### config.mk
export PLATFORM = sky130hd
export DESIGN_NAME = frs_ctrl
export DESIGN_NICKNAME = d
export VERILOG_FILES = /design/src/rtl/frs_pkg.sv /design/src/rtl/frs_ctrl.sv
export SDC_FILE = /design/constraint.sdc
export NUM_CORES = 1
export LEC_CHECK = 0
export BUFFER_PORTS_ARGS = -buffer_cell sky130_fd_sc_hd__buf_2
export CELL_PAD_IN_SITES_DETAIL_PLACEMENT = 0
export CELL_PAD_IN_SITES_GLOBAL_PLACEMENT = 1
export CORE_UTILIZATION = 41
export DETAILED_ROUTE_END_ITERATION = 6
export PLACE_DENSITY = 0.9
export SETUP_SLACK_MARGIN = 0.4
export SLEW_MARGIN = 10
export SYNTH_ARGS = -nofsm -noshare
export SYNTH_HDL_FRONTEND = slang
export SYNTH_SLANG_ARGS = --single-unit
### constraint.sdc
create_clock -name clk -period 4 [get_ports clk]
set_input_delay 0.8 -clock clk [delete_from_list [all_inputs] [get_ports clk]]
set_output_delay 0.8 -clock clk [all_outputs]
set_load 0.01 [all_outputs]
### src/rtl/frs_pkg.sv
// ----------------------------------------------------------------------------
// frs_pkg: shared types and constants for the factorial residue sieve
// Payload structs, opcodes, register indexes and default parameters.
// ----------------------------------------------------------------------------
`default_nettype none

package frs_pkg;

	localparam int MAX_PRIMES_DEF = 64;
	localparam int PRIME_BITS_DEF = 63;
	localparam int N_W            = 61;
	localparam int FIELD_P_W      = 63;
	localparam int PASS_W         = 7;
	localparam int CFG_IDX_W      = 2;
	localparam logic [6:0] PRIMES_IN_USE_RST = 7'd50;

	localparam logic OP_LOAD = 1'b0;
	localparam logic OP_STEP = 1'b1;

	localparam logic [CFG_IDX_W-1:0] CFG_START_N       = 2'd0;
	localparam logic [CFG_IDX_W-1:0] CFG_END_N         = 2'd1;
	localparam logic [CFG_IDX_W-1:0] CFG_PRIMES_IN_USE = 2'd2;

	typedef struct packed {
		logic                 op;
		logic [5:0]           entry_index;
		logic [FIELD_P_W-1:0] prime_value;
		logic [FIELD_P_W-1:0] initial_residue;
	} in_item_t;

	typedef struct packed {
		logic [N_W-1:0]    tested_n;
		logic [PASS_W-1:0] tests_passed;
		logic              candidate;
		logic              range_end;
	} out_item_t;

	typedef struct packed {
		logic cap_in;
		logic ld_div_init;
		logic ld_write;
		logic step_start;
		logic mem_rd;
		logic n_div_init;
		logic div_step;
		logic mul_init;
		logic mul_dbl;
		logic mul_add;
		logic upd_write;
		logic jac_init;
		logic jac_step;
		logic jac_end;
		logic out_load;
	} frs_cmd_t;

	typedef struct packed {
		logic op;
		logic past_end;
		logic do_test;
		logic jac_quick;
		logic jac_done;
		logic out_free;
	} frs_status_t;

endpackage

`default_nettype wire

### src/rtl/frs_ctrl.sv
// ----------------------------------------------------------------------------
// frs_ctrl: sequencer of the factorial residue sieve
// Walks loads and steps through the datapath one bit or step at a time.
// ----------------------------------------------------------------------------
`default_nettype none

module frs_ctrl import frs_pkg::*; #(
	parameter int MAX_PRIMES = MAX_PRIMES_DEF,
	parameter int PRIME_BITS = PRIME_BITS_DEF,
	localparam int AW = (MAX_PRIMES > 1) ? $clog2(MAX_PRIMES) : 1
) (
	input  wire logic        clk,
	input  wire logic        arst_n,
	input  wire logic        in_valid,
	output logic             in_stall,
	input  wire frs_status_t status,
	output frs_cmd_t         cmd,
	output logic [AW-1:0]    idx
);

	localparam int DW = (PRIME_BITS > N_W) ? PRIME_BITS : N_W;
	localparam int CW = $clog2(DW + 1);

	typedef enum logic [3:0] {
		S_IDLE, S_DISP, S_LD_DIV, S_LD_WR, S_RD, S_NDIV_INIT, S_NDIV,
		S_MUL_INIT, S_MUL_DBL, S_MUL_ADD, S_UPD, S_JAC_INIT, S_JAC, S_NEXT, S_FIN
	} state_t;

	state_t        state_q;
	logic [CW-1:0] cnt_q;
	logic [AW-1:0] idx_q;

	assign in_stall = state_q != S_IDLE;
	assign idx      = idx_q;

	always_comb begin
		cmd = '0;
		unique case (state_q)
			S_IDLE:      cmd.cap_in      = in_valid;
			S_DISP: begin
				cmd.ld_div_init = status.op == OP_LOAD;
				cmd.step_start  = status.op == OP_STEP && !status.past_end;
			end
			S_LD_DIV:    cmd.div_step    = 1'b1;
			S_LD_WR:     cmd.ld_write    = 1'b1;
			S_RD:        cmd.mem_rd      = 1'b1;
			S_NDIV_INIT: cmd.n_div_init  = 1'b1;
			S_NDIV:      cmd.div_step    = 1'b1;
			S_MUL_INIT:  cmd.mul_init    = 1'b1;
			S_MUL_DBL:   cmd.mul_dbl     = 1'b1;
			S_MUL_ADD:   cmd.mul_add     = 1'b1;
			S_UPD:       cmd.upd_write   = 1'b1;
			S_JAC_INIT:  cmd.jac_init    = 1'b1;
			S_JAC: begin
				cmd.jac_step = !status.jac_done;
				cmd.jac_end  = status.jac_done;
			end
			S_NEXT:      ;
			S_FIN:       cmd.out_load    = status.out_free;
			default:     ;
		endcase
	end

	always_ff @(posedge clk or negedge arst_n) begin
		if (!arst_n) begin
			state_q <= S_IDLE;
			cnt_q   <= '0;
			idx_q   <= '0;
		end else begin
			unique case (state_q)
				S_IDLE: begin
					if (in_valid) state_q <= S_DISP;
				end
				S_DISP: begin
					cnt_q <= CW'(DW);
					idx_q <= '0;
					if (status.op == OP_LOAD) state_q <= S_LD_DIV;
					else if (status.past_end) state_q <= S_IDLE;
					else state_q <= S_RD;
				end
				S_LD_DIV: begin
					cnt_q <= cnt_q - CW'(1);
					if (cnt_q == CW'(1)) state_q <= S_LD_WR;
				end
				S_LD_WR:     state_q <= S_IDLE;
				S_RD:        state_q <= S_NDIV_INIT;
				S_NDIV_INIT: begin
					cnt_q   <= CW'(DW);
					state_q <= S_NDIV;
				end
				S_NDIV: begin
					cnt_q <= cnt_q - CW'(1);
					if (cnt_q == CW'(1)) state_q <= S_MUL_INIT;
				end
				S_MUL_INIT: begin
					cnt_q   <= CW'(PRIME_BITS);
					state_q <= S_MUL_DBL;
				end
				S_MUL_DBL:   state_q <= S_MUL_ADD;
				S_MUL_ADD: begin
					cnt_q <= cnt_q - CW'(1);
					state_q <= (cnt_q == CW'(1)) ? S_UPD : S_MUL_DBL;
				end
				S_UPD:       state_q <= status.do_test ? S_JAC_INIT : S_NEXT;
				S_JAC_INIT:  state_q <= status.jac_quick ? S_NEXT : S_JAC;
				S_JAC: begin
					if (status.jac_done) state_q <= S_NEXT;
				end
				S_NEXT: begin
					if (int'(idx_q) == MAX_PRIMES - 1) begin
						state_q <= S_FIN;
					end else begin
						idx_q   <= idx_q + AW'(1);
						state_q <= S_RD;
					end
				end
				S_FIN: begin
					if (status.out_free) state_q <= S_IDLE;
				end
				default:     state_q <= S_IDLE;
			endcase
		end
	end

endmodule

`default_nettype wire

### After elaboration in Yosys (flattened, before gate mapping)

Index checks and enable logic that the tools add are counted.

* muxes and demuxes: 29
* eq/ne operators: 22
* reduce and logical (&&, ||, !) cells: 12
* bitwise gates (word level): 1
* add/sub/neg operators: 2

Operators by type and width (number)
* $pmux W4 S14: 1
* $eq A4 B4 Y1 const B: 7
* $mux W4: 6
* $pmux W6 S2: 2
* $eq A4 B3 Y1 const B: 4
* $mux W1: 14
* $eq A6 B1 Y1 const B: 2
* $ne A2 B2 Y1 const B: 6
* $mux W3: 3
* $eq A4 B2 Y1 const B: 2
* $add A6 B1 Y6 const B: 1
* $mux W6: 1
* $reduce_or A3 Y1: 2
* $sub A6 B1 Y6 const B: 1
* $reduce_and A5 Y1: 1
* $eq A4 B1 Y1 const B: 1
* $logic_not A4 Y1: 1
* $mux W2: 2
* $reduce_bool A2 Y1: 2
* $reduce_bool A4 Y1: 1
* $logic_not A1 Y1: 2
* $reduce_and A2 Y1: 1
* $reduce_or A2 Y1: 1
* $logic_and A1 B1 Y1: 1
* $not A1 Y1: 1

* output and inout port bits: 22
* register bits: 16
* word-level logic and storage cells: 69
* input bits: 9

### Longest topological paths before layout

* depth in word-level cells: 3
* mapped depth: 6
* gate-level depth less buffers: 6

### Least setup slack after synthesis

No wires, ideal clock.

* path kind: input -> output
* start: in status[1] in the netlist's numbering
* end: out cmd[1] in the netlist's numbering
* cell stages on the path: 1
* buffers on the path: 0
* slack: 1.985 ns
* required time: 3.200 ns
* arrival: 1.215 ns
* path through: nor4b_1

* word-level cells in the longest chain between the ends: 1

Ends and longest elaborated chain
* start, declared: line frs_ctrl.sv:16 `input wire frs_status_t status,`
* $mux W2: line frs_ctrl.sv:38 `unique case (state_q)`
* end, declared: line frs_ctrl.sv:17 `output frs_cmd_t cmd,`

No other way between the ends.

==> reports/qor.txt <==
====================================================================================================
Total of warnings raised by yosys                                                                  0
Clk Tree Root Cell                                                                      sky130_fd_sc_hd__clkbuf_4
Count of different cell masters after synthesis                                                   44
Fill cell count                                                                                  253
H-Tree Depth                                                                                       1
Setup slack after layout                                                                     1.26 ns
Cell with the biggest individual delay on the critical path                             sky130_fd_sc_hd__dfrtp_1
Share of Yosys cell area claimed by the top area cell type                                     35.9%
Clock-pin slew reported for the worst setup and hold paths after clock tree synthesis        0.09 ns
Biggest area consumer among synthesized cells                                           sky130_fd_sc_hd__dfrtp_1
Yosys reg bits                                                                                    16
Leading post-synthesis cells by cell area                                               sky130_fd_sc_hd__dfrtp_1 36%, sky130_fd_sc_hd__nor2_1 5.4%, sky130_fd_sc_hd__ha_1 3.4%, sky130_fd_sc_hd__nand2_1 3.4%, sky130_fd_sc_hd__a21oi_1 3.1%
Cell Chain, Critical Path                                                               nand2b_2 > nand2b_1 > nor3b_2 > buf_2
Highest ir drop seen on vdd                                                                 0.399 mV
Total clock buffers created by CTS                                                                 3
DIE HEIGHT                                                                                   54.1 um
Crit-path max FO                                                                                  19
Number of antenna violations at the first check in global routing                                  0
Area taken by multi-input logic gates                                                       663 um^2
Critical Path RT                                                                             3.20 ns
Total Routing Usage GR                                                                         18.8%
Net count of the finished layout                                                                 163
Clk buf depth                                                                                      2
Max-slew violation total from the final report                                                     0
Slew at the pin closest to its max-slew limit                                               0.536 ns
Vias per std cell                                                                               5.41
Aggregate negative setup slack                                                                  0 ns
Crit Path Category                                                                      register to output port
Full die area                                                                              2930 um^2
Total global routing overflow                                                                      0
Layout cells sized above 1                                                                     32.2%
Number of sinks on the clock net                                                                  16
Category of the worst setup path launch point                                               register
Synthesized area                                                                           1110 um^2
Gate count of the mapped netlist                                                                 121
Sequential-to-total area share from yosys stat                                                 35.9%
Final ANT Viol Nets                                                                                0
Max-capacitance violation count                                                                    0
I/O pin total                                                                                     31
Run status                                                                                 completed
Power per standard cell area                                                             603 nW/um^2
Combined flip-flop and latch cell area                                                      400 um^2
Final wirelength                                                                             2.47 mm
Net Sw Frac                                                                                    47.9%
DRC violations left                                                                                0
TritonCTS clock tree                                                                            done
Sequential share of power                                                                      39.6%
Buf+Inv Stages, Crit Path                                                                          1
Portion of the clock cycle consumed by the worst path in the final layout                      68.6%
Flip-flop cell with the highest count after synthesis                                   sky130_fd_sc_hd__dfrtp_1
Hold WC Path Type                                                                       input pin to async pin
Total of hold buffers inserted after clock tree synthesis                                          0
Post-Route Skew                                                                          0.000617 ns
Worst setup slack before clock tree synthesis                                                1.58 ns
Buffers inserted by post-CTS timing repair                                                         0
Later-pin clock latency in the skew report                                                   0.28 ns
Row count                                                                                         18
First-pass GRT wire length                                                                   3.93 mm
Vias in the first global route                                                                   860
Antenna cell count                                                                                 0
Total of cells resized after clock tree synthesis                                                  0
P_int                                                                                         406 uW
Upper clock frequency limit                                                                0.365 GHz
Starting Density                                                                               44.2%
Largest delay share family, worst path                                                  simple AND/OR/NAND/NOR gates
Count of flip-flops with a built-in enable after synthesis                                         0
Type of element capturing the critical path                                              output port
Area of the core                                                                           2520 um^2
Part of the total power dissipated in the clock network                                        11.0%
Delay contributed by the slowest stage of the critical path                                  0.59 ns
Synthesized net count                                                                            133
Mean post-synth cell area                                                                  9.21 um^2
Die boundary width                                                                           54.1 um
RSZ-0062 raised after global routing                                                           false
Area Overhead vs Synth                                                                         15.9%
Leakage power summed over all cells                                                         0.622 nW
NetSw                                                                                         373 uW
Number of DRC markers in iteration 0                                                               7
Power share of the combinational group                                                         49.4%
Number of buffer cells added on primary ports                                                     30
Post-route minimum period                                                                    2.74 ns
Power consumption                                                                             779 uW
CP Data Arrival Time                                                                         1.94 ns
Post-DP HPWL                                                                                 1.89 mm
Hold Vio Cnt, Final                                                                                0
GP Congestion                                                                                  0.862
Fraction of registers with async set/reset                                                      100%
Maximum number of pins on one net before global-route repair                                      20
WL/cell                                                                                      13.8 um
Tightest slew margin relative to the limit                                                     64.0%
Count of TritonRoute iterations in the first routing pass                                          4
Finish-stage setup viols                                                                           0
Synth top cells by count                                                                16 x sky130_fd_sc_hd__dfrtp_1, 16 x sky130_fd_sc_hd__nor2_1, 10 x sky130_fd_sc_hd__nand2_1
Vias after detailed routing                                                                      969
====================================================================================================
-- routing by layer --
metal  share of wire [%]  vias to the layer above  wire, um  global-route usage [%]
li1                    -                      484         -                       -
met1                  50                      457      1240                    25.9
met2                  44                       28      1080                    28.7
met3                 5.8                        0       142                    3.39
met4                   0                        0         0                    7.26
met5                   0                        -         0                       0
-- cell families after synthesis --
group                      after synthesis  share of synthesized area [%]
AOI/OAI and AO/OA                       24                           17.7
xor gates and xnor gates                 5                           3.93
adders and majority gates                3                           3.37
buffers and inverters                   10                           4.60
DFF                                     16                           35.9
muxes                                    4                           4.04
and+or+nand+nor                         59                           30.4
-- per-stage QoR --
step | std cells | utilization, % | hold slack (ns) | cell area [um^2]
final | 179 | 51.2 | 0.419 | 1290
after global routing | 179 | 51.2 | 0.437 | 1290
after CTS | 179 | 51.2 | 0.426 | 1290
after detailed placement | 176 | 50.3 | 0.484 | 1270
after global placement | 176 | 50.3 | 0.466 | 1270
after floorplan | 121 | - | 0.451 | 1110
-- final cells by class --
| type | count | share of cell area (%) |
|---|---|---|
| clock buffer | 3 | 1.74 |
| inverter | 5 | 1.45 |
| multi-input combinational | 95 | 51.3 |
| sequential | 16 | 31.0 |
| tap | 30 | 2.90 |
| timing repair buffer | 30 | 11.6 |
-- final timing paths --
| kind | endpoint | slack [ns] | cells after the start | startpoint |
|---|---|---|---|---|
| min in group clk | cnt_q[4] | 0.49 | 1 | cnt_q[4] |
| min | cnt_q[2] | 0.42 | 1 | arst_n |
| max | cmd[11] | 1.26 | 4 | state_q[1] |
| max in group asynchronous | state_q[1] | 3.31 | 1 | arst_n |
| max reg2reg | cnt_q[4] | 2.18 | 5 | state_q[1] |
| min reg2reg | cnt_q[4] | 0.49 | 1 | cnt_q[4] |
-- worst register-to-register path, cell delays in order (launching register included) --
cell and delay, ns:
sky130_fd_sc_hd__dfrtp_1 0.69, sky130_fd_sc_hd__or3b_4 0.49, sky130_fd_sc_hd__o21ai_4 0.13, sky130_fd_sc_hd__nand2_2 0.11
sky130_fd_sc_hd__nor3_2 0.13, sky130_fd_sc_hd__mux2i_1 0.20
-- power groups by stage --
| stage | clock network, mW | logic, mW | registers (mW) |
|---|---|---|---|
| 3_3_place_gp | 0 | 0.380 | 0.304 |
| 5_1_grt | 0.0977 | 0.430 | 0.317 |
| 6_report | 0.0855 | 0.385 | 0.309 |
| 3_5_place_dp | 0 | 0.387 | 0.309 |
| 4_1_cts | 0.0913 | 0.389 | 0.305 |
| 2_1_floorplan | 0 | 0.355 | 0.245 |
-- placed cells by master, fill, tap and decap left out, types with 4 or more instances in the layout --
cell	synthesis	layout
sky130_fd_sc_hd__buf_2	2	30
sky130_fd_sc_hd__o21ai_1	5	5
sky130_fd_sc_hd__a21oi_1	7	7
sky130_fd_sc_hd__inv_1	4	4
sky130_fd_sc_hd__nor2_1	16	16
sky130_fd_sc_hd__nand2b_1	5	5
sky130_fd_sc_hd__nand2_1	10	10
sky130_fd_sc_hd__and3_1	4	4
sky130_fd_sc_hd__nor3_1	7	7
sky130_fd_sc_hd__dfrtp_1	16	16
-- flip-flops by register name, summed over array words and instances, names as in the netlist --
signal   count
cnt_q        6
idx          6
state_q      4
Power figures use the tool's default switching activity.
